## config.mk

```make
export PLATFORM = sky130hd
export DESIGN_NAME = cascaded_biquad_filter
export DESIGN_NICKNAME = d
export VERILOG_FILES = /design/src/cbq_pkg.sv /design/src/cascaded_biquad_filter.sv /design/src/cbq_queue.sv /design/src/cbq_front.sv /design/src/cbq_back.sv
export SDC_FILE = /design/constraint.sdc
export NUM_CORES = 2
export LEC_CHECK = 0
export ABC_CLOCK_PERIOD_IN_PS = 13900
export BUFFER_PORTS_ARGS = -buffer_cell sky130_fd_sc_hd__buf_2
export CAP_MARGIN = 5
export CELL_PAD_IN_SITES_DETAIL_PLACEMENT = 1
export CELL_PAD_IN_SITES_GLOBAL_PLACEMENT = 1
export CORE_MARGIN = 1
export CORE_UTILIZATION = 41
export CTS_CLUSTER_DIAMETER = 100
export DETAILED_ROUTE_END_ITERATION = 8
export PLACE_DENSITY = 0.64
export SLEW_MARGIN = 0
export SYNTH_ARGS = -nofsm -noshare
export SYNTH_HDL_FRONTEND = slang
export SYNTH_HIERARCHICAL = 1
export SYNTH_SLANG_ARGS = --single-unit
```

## constraint.sdc

```tcl
create_clock -name i_clk -period 13.9 [get_ports i_clk]
set_clock_uncertainty 0.05 [all_clocks]
set_input_delay 0.695 -clock i_clk [delete_from_list [all_inputs] [get_ports i_clk]]
set_output_delay 0.695 -clock i_clk [all_outputs]
set_load 0.01 [all_outputs]
```

## src/cbq_pkg.sv

```systemverilog
// shared types, constants and register codes for the cascaded biquad filter
`timescale 1ns / 1ps

package cbq_pkg;

    // default sizes handed to the top level parameters
    localparam int DEF_MAX_STAGES   = 8;
    localparam int DEF_SAMPLE_WIDTH = 24;

    // coefficient format, Q5.27
    localparam int COEF_W    = 32;
    localparam int COEF_FRAC = 27;

    // configuration port
    localparam int                  CFG_INDEX_W       = 3;
    localparam int                  CFG_DATA_W        = 32;
    localparam int                  STAGE_COUNT_W     = 4;
    localparam logic [STAGE_COUNT_W-1:0] STAGE_COUNT_RESET = 4'd1;

    // depth of the queue between front and back
    localparam int QUEUE_DEPTH = 2;

    // configuration register indexes
    typedef enum logic [CFG_INDEX_W-1:0] {
        CFG_COEF_A0     = 3'd0,
        CFG_COEF_A1     = 3'd1,
        CFG_COEF_A2     = 3'd2,
        CFG_COEF_B1     = 3'd3,
        CFG_COEF_B2     = 3'd4,
        CFG_STAGE_COUNT = 3'd5
    } t_cfg_reg;

    // item kinds after classification
    typedef enum logic {
        OP_FILTER = 1'b0,
        OP_CLEAR  = 1'b1
    } t_op;

    // back end sequencer states
    typedef enum logic [1:0] {
        BK_IDLE,
        BK_MAC,
        BK_SAT,
        BK_DONE
    } t_back_state;

    // multiply-accumulate term within one stage
    typedef enum logic [2:0] {
        TERM_A0,
        TERM_A1,
        TERM_A2,
        TERM_B1,
        TERM_B2,
        TERM_LAST
    } t_term;

    // shared coefficient set
    typedef struct packed {
        logic signed [COEF_W-1:0] a0;
        logic signed [COEF_W-1:0] a1;
        logic signed [COEF_W-1:0] a2;
        logic signed [COEF_W-1:0] b1;
        logic signed [COEF_W-1:0] b2;
    } t_coefs;

    // queue status seen by both sides
    typedef struct packed {
        logic full;
        logic empty;
    } t_q_status;

endpackage

```

## src/cascaded_biquad_filter.sv

```systemverilog
// top level of the cascaded biquad filter: config registers, front, queue and back
`timescale 1ns / 1ps
//
// Cascaded direct-form-I biquad filter, all stages sharing one coefficient set.
// Input channel: i_valid / o_stall carrying i_cmd and i_sample_in (Q1.23).
//   i_cmd low filters the sample, i_cmd high zeroes every stage delay and
//   produces no output beat.
// Output channel: o_valid / i_stall carrying o_sample_out, saturated Q1.23.
// Config channel: i_cfg_valid / o_cfg_ready with i_cfg_index and i_cfg_data;
//   indexes 0..4 are a0, a1, a2, b1, b2 (Q5.27), index 5 is the stage count.
//   Write only while the filter is idle.
// Processing: each stage runs its multiply-accumulate terms through one shared
//   33x24 multiplier, then one round/saturate step. A stage count of zero
//   gives the sample back unchanged.
// Queueing: the back end takes a new beat only while idle, one sample at a
//   time; a two-entry queue lets the input side keep accepting beats while a
//   sample is being filtered.
// Reset: coefficients zero, stage count one, all delays zero, no output valid.
// Stall: a held output keeps its beat in the output register; the back end
//   then waits and the queue fills, after which o_stall rises.
module cascaded_biquad_filter #(
    parameter int MAX_STAGES   = cbq_pkg::DEF_MAX_STAGES,
    parameter int SAMPLE_WIDTH = cbq_pkg::DEF_SAMPLE_WIDTH
) (
    input  logic                                  i_clk,
    input  logic                                  i_rst_n,
    input  logic                                  i_valid,
    output logic                                  o_stall,
    input  logic                                  i_cmd,
    input  logic signed [SAMPLE_WIDTH-1:0]        i_sample_in,
    output logic                                  o_valid,
    input  logic                                  i_stall,
    output logic signed [SAMPLE_WIDTH-1:0]        o_sample_out,
    input  logic                                  i_cfg_valid,
    output logic                                  o_cfg_ready,
    input  logic [cbq_pkg::CFG_INDEX_W-1:0]       i_cfg_index,
    input  logic [cbq_pkg::CFG_DATA_W-1:0]        i_cfg_data
);
    import cbq_pkg::*;

    t_coefs                   r_coefs;
    logic [STAGE_COUNT_W-1:0] r_stage_count;
    logic                     cfg_we;

    logic                     w_push;
    logic                     w_pop;
    logic [SAMPLE_WIDTH:0]    w_item;
    logic [SAMPLE_WIDTH:0]    w_head;
    t_q_status                w_q_status;

    // configuration registers, always ready
    assign o_cfg_ready = 1'b1;
    assign cfg_we      = i_cfg_valid && o_cfg_ready;

    always_ff @(posedge i_clk) begin
        if (!i_rst_n) begin
            r_coefs       <= '0;
            r_stage_count <= STAGE_COUNT_RESET;
        end else if (cfg_we) begin
            unique case (t_cfg_reg'(i_cfg_index))
                CFG_COEF_A0:     r_coefs.a0    <= $signed(i_cfg_data[COEF_W-1:0]);
                CFG_COEF_A1:     r_coefs.a1    <= $signed(i_cfg_data[COEF_W-1:0]);
                CFG_COEF_A2:     r_coefs.a2    <= $signed(i_cfg_data[COEF_W-1:0]);
                CFG_COEF_B1:     r_coefs.b1    <= $signed(i_cfg_data[COEF_W-1:0]);
                CFG_COEF_B2:     r_coefs.b2    <= $signed(i_cfg_data[COEF_W-1:0]);
                CFG_STAGE_COUNT: r_stage_count <= i_cfg_data[STAGE_COUNT_W-1:0];
                default: begin
                end
            endcase
        end
    end

    // input side
    cbq_front #(
        .SAMPLE_WIDTH (SAMPLE_WIDTH)
    ) u_front (
        .i_valid     (i_valid),
        .o_stall     (o_stall),
        .i_cmd       (i_cmd),
        .i_sample_in (i_sample_in),
        .i_q_status  (w_q_status),
        .o_push      (w_push),
        .o_item      (w_item)
    );

    // decoupling queue
    cbq_queue #(
        .WIDTH (SAMPLE_WIDTH + 1),
        .DEPTH (QUEUE_DEPTH)
    ) u_queue (
        .i_clk    (i_clk),
        .i_rst_n  (i_rst_n),
        .i_push   (w_push),
        .i_data   (w_item),
        .i_pop    (w_pop),
        .o_head   (w_head),
        .o_status (w_q_status)
    );

    // filter engine and output register
    cbq_back #(
        .MAX_STAGES   (MAX_STAGES),
        .SAMPLE_WIDTH (SAMPLE_WIDTH)
    ) u_back (
        .i_clk         (i_clk),
        .i_rst_n       (i_rst_n),
        .i_coefs       (r_coefs),
        .i_stage_count (r_stage_count),
        .i_head        (w_head),
        .i_q_status    (w_q_status),
        .o_pop         (w_pop),
        .o_valid       (o_valid),
        .i_stall       (i_stall),
        .o_sample_out  (o_sample_out)
    );

    // queue never written while full
    a_no_overflow: assert property (@(posedge i_clk) disable iff (!i_rst_n)
        w_push |-> !w_q_status.full)
        else $error("queue push while full");

    // queue never read while empty
    a_no_underflow: assert property (@(posedge i_clk) disable iff (!i_rst_n)
        w_pop |-> !w_q_status.empty)
        else $error("queue pop while empty");

    // no output beat right after reset
    a_reset_quiet: assert property (@(posedge i_clk)
        !i_rst_n |=> !o_valid)
        else $error("output valid after reset");

endmodule

```

## src/cbq_queue.sv

```systemverilog
// short fifo between the front classifier and the back sequencer
`timescale 1ns / 1ps

module cbq_queue #(
    parameter int WIDTH = 25,
    parameter int DEPTH = 2
) (
    input  logic                  i_clk,
    input  logic                  i_rst_n,
    input  logic                  i_push,
    input  logic [WIDTH-1:0]      i_data,
    input  logic                  i_pop,
    output logic [WIDTH-1:0]      o_head,
    output cbq_pkg::t_q_status    o_status
);
    import cbq_pkg::*;

    localparam int PTR_W = (DEPTH > 1) ? $clog2(DEPTH) : 1;
    localparam int CNT_W = $clog2(DEPTH + 1);

    logic [WIDTH-1:0] r_mem [DEPTH];
    logic [PTR_W-1:0] r_wptr;
    logic [PTR_W-1:0] r_rptr;
    logic [CNT_W-1:0] r_count;

    // pointer wrap at the depth
    function automatic logic [PTR_W-1:0] ptr_inc(input logic [PTR_W-1:0] p);
        logic [PTR_W-1:0] q;
        if (p == PTR_W'(DEPTH - 1)) begin
            q = '0;
        end else begin
            q = p + PTR_W'(1);
        end
        return q;
    endfunction

    // storage
    always_ff @(posedge i_clk) begin
        if (i_push) begin
            r_mem[r_wptr] <= i_data;
        end
    end

    // pointers and fill count
    always_ff @(posedge i_clk) begin
        if (!i_rst_n) begin
            r_wptr  <= '0;
            r_rptr  <= '0;
            r_count <= '0;
        end else begin
            if (i_push) begin
                r_wptr <= ptr_inc(r_wptr);
            end
            if (i_pop) begin
                r_rptr <= ptr_inc(r_rptr);
            end
            if (i_push && !i_pop) begin
                r_count <= r_count + CNT_W'(1);
            end else if (!i_push && i_pop) begin
                r_count <= r_count - CNT_W'(1);
            end
        end
    end

    assign o_head         = r_mem[r_rptr];
    assign o_status.full  = (r_count == CNT_W'(DEPTH));
    assign o_status.empty = (r_count == '0);

endmodule

```

## src/cbq_front.sv

```systemverilog
// input side: takes beats, classifies them and pushes them into the queue
`timescale 1ns / 1ps

module cbq_front #(
    parameter int SAMPLE_WIDTH = cbq_pkg::DEF_SAMPLE_WIDTH
) (
    input  logic                           i_valid,
    output logic                           o_stall,
    input  logic                           i_cmd,
    input  logic signed [SAMPLE_WIDTH-1:0] i_sample_in,
    input  cbq_pkg::t_q_status             i_q_status,
    output logic                           o_push,
    output logic [SAMPLE_WIDTH:0]          o_item
);
    import cbq_pkg::*;

    t_op                     op;
    logic [SAMPLE_WIDTH-1:0] payload;

    // classify: a clear carries no sample
    always_comb begin
        op      = i_cmd ? OP_CLEAR : OP_FILTER;
        payload = (op == OP_CLEAR) ? '0 : i_sample_in;
    end

    // accept whenever the queue has room
    assign o_stall = i_q_status.full;
    assign o_push  = i_valid && !i_q_status.full;
    assign o_item  = {op, payload};

endmodule

```

## src/cbq_back.sv

```systemverilog
// back end: biquad stage sequencer with one shared multiplier and the delay lines
`timescale 1ns / 1ps

module cbq_back #(
    parameter int MAX_STAGES   = cbq_pkg::DEF_MAX_STAGES,
    parameter int SAMPLE_WIDTH = cbq_pkg::DEF_SAMPLE_WIDTH
) (
    input  logic                                    i_clk,
    input  logic                                    i_rst_n,
    input  cbq_pkg::t_coefs                         i_coefs,
    input  logic [cbq_pkg::STAGE_COUNT_W-1:0]       i_stage_count,
    input  logic [SAMPLE_WIDTH:0]                   i_head,
    input  cbq_pkg::t_q_status                      i_q_status,
    output logic                                    o_pop,
    output logic                                    o_valid,
    input  logic                                    i_stall,
    output logic signed [SAMPLE_WIDTH-1:0]          o_sample_out
);
    import cbq_pkg::*;

    localparam int IDX_W  = (MAX_STAGES > 1) ? $clog2(MAX_STAGES) : 1;
    localparam int CNT_W  = $clog2(MAX_STAGES + 1);
    localparam int OPC_W  = COEF_W + 1;
    localparam int PROD_W = SAMPLE_WIDTH + OPC_W;
    localparam int ACC_W  = PROD_W + 3;
    localparam logic signed [ACC_W-1:0] ROUND_INIT = ACC_W'(1) << (COEF_FRAC - 1);
    localparam logic [SAMPLE_WIDTH-1:0] SAT_MAX = {1'b0, {(SAMPLE_WIDTH - 1){1'b1}}};
    localparam logic [SAMPLE_WIDTH-1:0] SAT_MIN = {1'b1, {(SAMPLE_WIDTH - 1){1'b0}}};

    t_back_state r_state;
    t_back_state n_state;
    t_term       r_term;

    logic [CNT_W-1:0] r_stage;
    logic [CNT_W-1:0] stage_next;
    logic [CNT_W-1:0] n_eff;
    logic [IDX_W-1:0] idx;

    logic signed [SAMPLE_WIDTH-1:0] r_x;
    logic signed [PROD_W-1:0]       r_prod;
    logic signed [ACC_W-1:0]        r_acc;
    logic signed [SAMPLE_WIDTH-1:0] r_out;
    logic                           r_out_valid;

    logic signed [SAMPLE_WIDTH-1:0] r_xd1 [MAX_STAGES];
    logic signed [SAMPLE_WIDTH-1:0] r_xd2 [MAX_STAGES];
    logic signed [SAMPLE_WIDTH-1:0] r_yd1 [MAX_STAGES];
    logic signed [SAMPLE_WIDTH-1:0] r_yd2 [MAX_STAGES];

    t_op                            head_op;
    logic signed [SAMPLE_WIDTH-1:0] head_sample;
    logic signed [SAMPLE_WIDTH-1:0] op_x;
    logic signed [OPC_W-1:0]        op_c;
    logic signed [PROD_W-1:0]       mul_full;
    logic signed [ACC_W-1:0]        acc_shift;
    logic [ACC_W-SAMPLE_WIDTH:0]    acc_upper;
    logic signed [SAMPLE_WIDTH-1:0] sat_val;
    logic                           pop;
    logic                           load_out;

    // queue head fields
    assign head_op     = t_op'(i_head[SAMPLE_WIDTH]);
    assign head_sample = $signed(i_head[SAMPLE_WIDTH-1:0]);

    // active stage count, limited to the built stages
    always_comb begin
        if (int'(i_stage_count) > MAX_STAGES) begin
            n_eff = CNT_W'(MAX_STAGES);
        end else begin
            n_eff = CNT_W'(i_stage_count);
        end
    end

    assign idx        = r_stage[IDX_W-1:0];
    assign stage_next = r_stage + CNT_W'(1);

    // operand select for the shared multiplier, feedback terms negated
    always_comb begin
        unique case (r_term)
            TERM_A0: begin
                op_x = r_x;
                op_c = OPC_W'(i_coefs.a0);
            end
            TERM_A1: begin
                op_x = r_xd1[idx];
                op_c = OPC_W'(i_coefs.a1);
            end
            TERM_A2: begin
                op_x = r_xd2[idx];
                op_c = OPC_W'(i_coefs.a2);
            end
            TERM_B1: begin
                op_x = r_yd1[idx];
                op_c = -OPC_W'(i_coefs.b1);
            end
            TERM_B2: begin
                op_x = r_yd2[idx];
                op_c = -OPC_W'(i_coefs.b2);
            end
            default: begin
                op_x = '0;
                op_c = '0;
            end
        endcase
    end

    assign mul_full = op_x * op_c;

    // round already folded into the accumulator start, floor and saturate here
    always_comb begin
        acc_shift = r_acc >>> COEF_FRAC;
        acc_upper = acc_shift[ACC_W-1:SAMPLE_WIDTH-1];
        if ((&acc_upper) || !(|acc_upper)) begin
            sat_val = acc_shift[SAMPLE_WIDTH-1:0];
        end else if (r_acc[ACC_W-1]) begin
            sat_val = SAT_MIN;
        end else begin
            sat_val = SAT_MAX;
        end
    end

    // sequencer next state and controls
    always_comb begin
        n_state  = r_state;
        pop      = 1'b0;
        load_out = 1'b0;
        unique case (r_state)
            BK_IDLE: begin
                if (!i_q_status.empty) begin
                    pop = 1'b1;
                    if (head_op == OP_FILTER) begin
                        n_state = (n_eff == '0) ? BK_DONE : BK_MAC;
                    end
                end
            end
            BK_MAC: begin
                if (r_term == TERM_LAST) begin
                    n_state = BK_SAT;
                end
            end
            BK_SAT: begin
                n_state = (stage_next == n_eff) ? BK_DONE : BK_MAC;
            end
            BK_DONE: begin
                if (!r_out_valid || !i_stall) begin
                    load_out = 1'b1;
                    n_state  = BK_IDLE;
                end
            end
            default: begin
                n_state = BK_IDLE;
            end
        endcase
    end

    // state and term counter
    always_ff @(posedge i_clk) begin
        if (!i_rst_n) begin
            r_state <= BK_IDLE;
            r_term  <= TERM_A0;
        end else begin
            r_state <= n_state;
            if (r_state == BK_MAC && r_term != TERM_LAST) begin
                r_term <= t_term'(r_term + 3'd1);
            end else begin
                r_term <= TERM_A0;
            end
        end
    end

    // working sample, product, accumulator and stage index
    always_ff @(posedge i_clk) begin
        unique case (r_state)
            BK_IDLE: begin
                r_x     <= head_sample;
                r_acc   <= ROUND_INIT;
                r_stage <= '0;
            end
            BK_MAC: begin
                if (r_term != TERM_LAST) begin
                    r_prod <= mul_full;
                end
                if (r_term != TERM_A0) begin
                    r_acc <= r_acc + ACC_W'(r_prod);
                end
            end
            BK_SAT: begin
                r_x     <= sat_val;
                r_acc   <= ROUND_INIT;
                r_stage <= stage_next;
            end
            default: begin
            end
        endcase
    end

    // per-stage delay lines, cleared at reset and by a clear beat
    always_ff @(posedge i_clk) begin
        if (!i_rst_n) begin
            for (int i = 0; i < MAX_STAGES; i++) begin
                r_xd1[i] <= '0;
                r_xd2[i] <= '0;
                r_yd1[i] <= '0;
                r_yd2[i] <= '0;
            end
        end else if (pop && head_op == OP_CLEAR) begin
            for (int i = 0; i < MAX_STAGES; i++) begin
                r_xd1[i] <= '0;
                r_xd2[i] <= '0;
                r_yd1[i] <= '0;
                r_yd2[i] <= '0;
            end
        end else if (r_state == BK_SAT) begin
            r_xd2[idx] <= r_xd1[idx];
            r_xd1[idx] <= r_x;
            r_yd2[idx] <= r_yd1[idx];
            r_yd1[idx] <= sat_val;
        end
    end

    // output register
    always_ff @(posedge i_clk) begin
        if (!i_rst_n) begin
            r_out_valid <= 1'b0;
        end else if (load_out) begin
            r_out_valid <= 1'b1;
        end else if (!i_stall) begin
            r_out_valid <= 1'b0;
        end
    end

    always_ff @(posedge i_clk) begin
        if (load_out) begin
            r_out <= r_x;
        end
    end

    assign o_pop        = pop;
    assign o_valid      = r_out_valid;
    assign o_sample_out = r_out;

endmodule

```

---- After elaboration in Yosys (flattened, before gate mapping) ----
Memory sizes are Yosys's and may differ from the RTL's. A register that Yosys moved wholly into a read port is not among the register bits.
Index checks and enable logic that the tools add are counted.
storage, ports and cells
  register bits ........................... 343
  input bits .............................. 65
  bits in writable memories ............... 818
  memories ................................ 5
memory list
  name           words  width  rd ports  clocked after memory_dff  write ports  RTL line         source
  u_back.r_xd1   8      24     1         1                         8            cbq_back.sv:45   logic signed [SAMPLE_WIDTH-1:0] r_xd1 [MAX_STAGES];
  u_back.r_xd2   8      24     1         1                         8            cbq_back.sv:46   logic signed [SAMPLE_WIDTH-1:0] r_xd2 [MAX_STAGES];
  u_back.r_yd1   8      24     1         1                         8            cbq_back.sv:47   logic signed [SAMPLE_WIDTH-1:0] r_yd1 [MAX_STAGES];
  u_back.r_yd2   8      24     1         1                         8            cbq_back.sv:48   logic signed [SAMPLE_WIDTH-1:0] r_yd2 [MAX_STAGES];
  u_queue.r_mem  2      25     1         1                         1            cbq_queue.sv:21  logic [WIDTH-1:0] r_mem [DEPTH];
cells by class
  eq/ne operators ......................... 22
  multiplexer cells ....................... 88
  $mul .................................... 1
  reduce and logical (&&, ||, !) cells .... 39
  order comparisons ....................... 1
  add/subtract/negate cells ............... 9
  bitwise gates (word level) .............. 32
operator list
  kind                  number
  $mux W24              39
  $pmux W33 S5          1
  $pmux W24 S5          1
  $pmux W60 S2          1
  $reduce_or A24 Y1     4
  $neg A32 Y33          2
  $add A60 B57 Y60      1
  $mux W60              1
  $mul A24 B33 Y57      1
  $pmux W24 S2          1
  $or A1 B1 Y1          32
  $mux W1               25
  $mux W3               8
  $reduce_and A2 Y1     9
  $mux W2               8
  $eq A3 B2 Y1 const B  4
  $eq A3 B3 Y1 const B  4
  $reduce_and A10 Y1    1
  $reduce_or A10 Y1     1
  $pmux W2 S4           1
  $pmux W4 S2           1
  $eq A2 B2 Y1 const B  3
  $eq A3 B1 Y1 const B  2
  $logic_not A1 Y1      6
  21 further kinds      35

---- Logic depth before layout (Yosys ltp) ----
  depth in word-level cells ............... 9
  depth in mapped cells ................... 39
  gate-level depth less buffers ........... 37

---- By module ----
The synthesis kept the hierarchy.
by module, submodules not included
  module                  sequential area each (sq um)  cells an instance  area each (sq um)  times used
  cbq_back                28317.2                       6478               72480.8            1
  cascaded_biquad_filter  3283.1                        574                6009.5             1
  cbq_queue               1601.5                        100                2021.9             1
  cbq_front               0.0                           29                 234.0              1

---- Worst setup path before layout ----
No wires, ideal clock.
  path kind ............................... register to register
  start point ............................. reg with a tool-made name
  end point ............................... reg u_back.r_prod[54], data pin
  required time ........................... 13584 ps
  stages on the path, launching flop included .. 34
  data arrival time ....................... 8811 ps
  slack ................................... 4773 ps
  cells stage by stage .................... dfxtp_1 buf_6 buf_6 buf_2 buf_2 mux4_2 mux2i_1 o22ai_1 a221o_1 buf_2 nand2_1 fa_1 inv_1 fa_1 inv_1 fa_1 inv_1 fa_1 fa_1 fa_1 inv_1 fa_1 inv_1 ha_1 clkbuf_1 a21o_1 a21oi_1 o21ai_0 a221o_1 a2bb2oi_1 o211ai_1 o211a_1 o41ai_1 xnor2_1
RTL lines
  element               RTL line         source
  to (signal assigned)  cbq_back.sv:181  r_prod <= mul_full;
  to (decl)             cbq_back.sv:40   logic signed [PROD_W-1:0] r_prod;

==> reports/qor.txt <==
Status: finished clean
Unrepaired setup endpoints after global routing: false
Initial antenna violation count: 5
Synth unique cells: 83
Die ar.: 199000 um2
Combinational Power Share: 48.0%
# H-tree levels: 4
Slowest Stage Delay on Critical Path: 0.80 ns
CTS tree: yes
Final Util: 45.5%
Clk buf depth: 3
Dpl ws: 3.03 ns
Req. time, crit path: 14.33 ns
Pin count of the biggest net entering global routing: 77
Post-synth ARST share: 0%
Worst Max-Slew Pin Slew: 1.26 ns
Cells after Synth: 7181
Synth Flop Type: edfxtp_1
Congestion Overflow GR: 0
Standard-cell rows: 162
Capturing point of the worst reg2reg path: u_back/r_prod[53]$_DFFE_PP_
Worst hold endpoint: r_stage_count[0]$_SDFFE_PN1P_
Hold Fails Final Rpt: 0
Mapped Area: 80700 um2
Crit path max fanout: 30
Clock slew at reported path FFs: 0.06 ns
Final WL: 269 mm
Routability cong.: 0.896
Max_slew headroom: 16.0%
Final ANT Viol Nets: 0
Hold Path Class: in -> reg
Slew Viols, Final: 0
Worst R2R Path Depth: 29
Total GRT Usage: 27.4%
Starting DRT DRC Count: 4375
Most common cell after layout, fill and taps aside: edfxtp_1
Final worst path period share: 78.7%
CTS Buf Count: 137
CP most frequent cell: fa_1
Syn Nets: 8272
CP Launch Type: register
Critical path capture point type: register
Port bufs: 90
Sequential share of power: 31.0%
Placed insts: 9664
Setup TNS: 0 ns
Ys Warns: 6
I/O Pins: 92
Setup ws final: 2.96 ns
Power per cell area: 188 nW/um2
Layout area overhead: 9.98%
Wire per inst: 27.2 um
Post-synthesis sequential area ratio: 41.1%
Vias in the first global route: 61300
F_max: 0.0914 GHz
Final setup vio count: 0
Die height: 446 um
Clock sinks: 1165
Die X: 446 um
Fin cells: 9910
HP Start: i_cfg_data[0]
EDFF count, synth: 987
Flops & latches, synth: 1165
DR DRC count: 0
Fillers: 20900
Total power: 16700 uW
Layout cell share with drive strength beyond 1: 11.0%
Switching part of the total: 43.5%
First-pass GRT wire length: 402 mm
Psw: 7260 uW
WP data arrival: 11.37 ns
Vias: 55600
Max Cap Viol: 0
Tmin final: 10.94 ns
1st-pass router iterations: 7
Nets: 8270
Commonest cells after routing, fill and taps aside: 987 x edfxtp_1, 933 x nor2_1, 925 x inv_1, 819 x nand2_1, 806 x fa_1
Internal power: 9440 uW
Max VDD drop: 0.127 mV
Post-DP HPWL: 184 mm
Crit path kind: reg -> reg
Cts hold-fix bufs: 0
Post-DR vias/cell: 5.61
Core area: 195000 um2
Clock root buffer: clkbuf_16
Number of setup buffers added after CTS: 0
Slowest-stage cell, CP: nand2_2
CTS resizes: 0
Starting Density: 41.4%
Leak: 0.0373 uW
Hold Path Depth: 3
Reg2reg setup slack: 2.96 ns
Skew-Pair Late Insertion Delay: 0.79 ns
Avg Inst Size Synth: 11.2 um2
Clk network pwr share: 21.0%
## worst max-delay path, delay by kind of cell (launching register included)
family                     cells  cell delay (ns)
AOI/OAI and AO/OA              6             1.85
xor gates and xnor gates       1             0.13
adders and majority gates      8             3.86
buffers and inverters          5             0.66
DFF                            1             0.69
muxes                          2             1.29
and+or+nand+nor                7             2.07
## worst max path at each step
stage / from / endpoint / slack [ns]
6_report: register / u_back/r_prod[53]$_DFFE_PP_ / 2.96
5_1_grt: register / u_back/r_prod[53]$_DFFE_PP_ / 2.38
4_1_cts: register / u_back/r_prod[53]$_DFFE_PP_ / 2.95
3_5_place_dp: register / u_back/r_prod[53]$_DFFE_PP_ / 3.03
3_3_place_gp: register / u_back/r_prod[51]$_DFFE_PP_ / 3.25
2_1_floorplan: register / u_back/r_prod[54]$_DFFE_PP_ / 4.77
## sequential cells by signal, indices dropped and copies added, names as in the netlist, named ones only
name / flops
r_coefs: 160
r_stage_count: 4
u_back/o_sample_out: 24
u_back/o_valid: 1
u_back/r_acc: 60
u_back/r_prod: 57
u_back/r_stage: 4
u_back/r_state: 2
u_back/r_term: 3
u_back/r_x: 24
u_back/r_xd1: 192
u_back/r_xd2: 192
u_back/r_yd1: 192
u_back/r_yd2: 192
u_queue/r_count: 2
u_queue/r_mem: 50
u_queue/r_rptr: 1
u_queue/r_wptr: 1
## power by group through the flow
| stage | combinational (uW) | sequential (uW) | clock [uW] |
|---|---|---|---|
| after CTS | 8000 | 5180 | 3580 |
| after detailed placement | 7960 | 5240 | 0 |
| after global routing | 8670 | 5220 | 3690 |
| final | 8020 | 5180 | 3500 |
| after global placement | 7820 | 5210 | 0 |
| after floorplan | 5130 | 5030 | 0 |
## metal layers
layer / vias up / track usage (%) / part of all wire [%]
met5: - / 0 / 0.0048
met4: 2 / 9.27 / 3.7
met3: 339 / 3.26 / 5.5
met2: 1693 / 46.6 / 49
met1: 29700 / 36.1 / 42
li1: 23900 / - / -
## logic make-up (layout without fill, tap and decap cells)
logic type	count (synthesis)	in the layout	synth area share [%]
simple gates	2405	2405	13.2
buf+inv	1328	1432	6.53
mux	479	479	8.99
other cells	1	2	0.00464
fa+ha+maj	1026	1026	23.4
xor+xnor	162	162	1.76
compound gates	615	615	4.97
flops	1165	1165	41.1
## per-stage QoR
stage | hold slack, ns | instance area (um2)
after CTS | 0.113 | 88800
after global routing | 0.149 | 88800
after detailed placement | 0.400 | 84500
final | 0.178 | 88800
after floorplan | 0.383 | 80700
after global placement | 0.392 | 84500
## cell usage after synthesis, types with 51 or more instances
| master | instances | area [um2] |
|---|---|---|
| a21oi_1 | 207 | 1040 |
| nor2_1 | 935 | 3510 |
| xor2_1 | 58 | 508 |
| edfxtp_1 | 987 | 29600 |
| dfxtp_1 | 178 | 3560 |
| and3_1 | 176 | 1100 |
| inv_1 | 926 | 3480 |
| and2_1 | 107 | 669 |
| ha_1 | 220 | 2750 |
| o21ai_0 | 97 | 485 |
| fa_1 | 806 | 16100 |
| mux4_2 | 192 | 4320 |
| buf_2 | 72 | 360 |
| mux2i_1 | 238 | 2380 |
| nand3_1 | 58 | 290 |
| nand2_1 | 835 | 3130 |
| xnor2_1 | 104 | 911 |
| a21o_1 | 52 | 390 |
| clkbuf_1 | 265 | 995 |
| nand2b_1 | 51 | 319 |
| nor2b_1 | 65 | 407 |
## cell type report
| type | instances | area [um2] | area share (%) |
|---|---|---|---|
| Timing Repair Buffer | 260 | 1760 | 1.98 |
| Inverter | 927 | 3480 | 3.92 |
| Clock buffer | 180 | 3670 | 4.14 |
| Clock inverter | 65 | 674 | 0.759 |
| Antenna cell | 1 | 2.50 | 0.00282 |
| Sequential cell | 1165 | 33200 | 37.4 |
| Tap cell | 2624 | 3280 | 3.70 |
| Multi-Input combinational cell | 4688 | 42700 | 48.1 |
No activity file was read; power rests on OpenSTA's default activity.
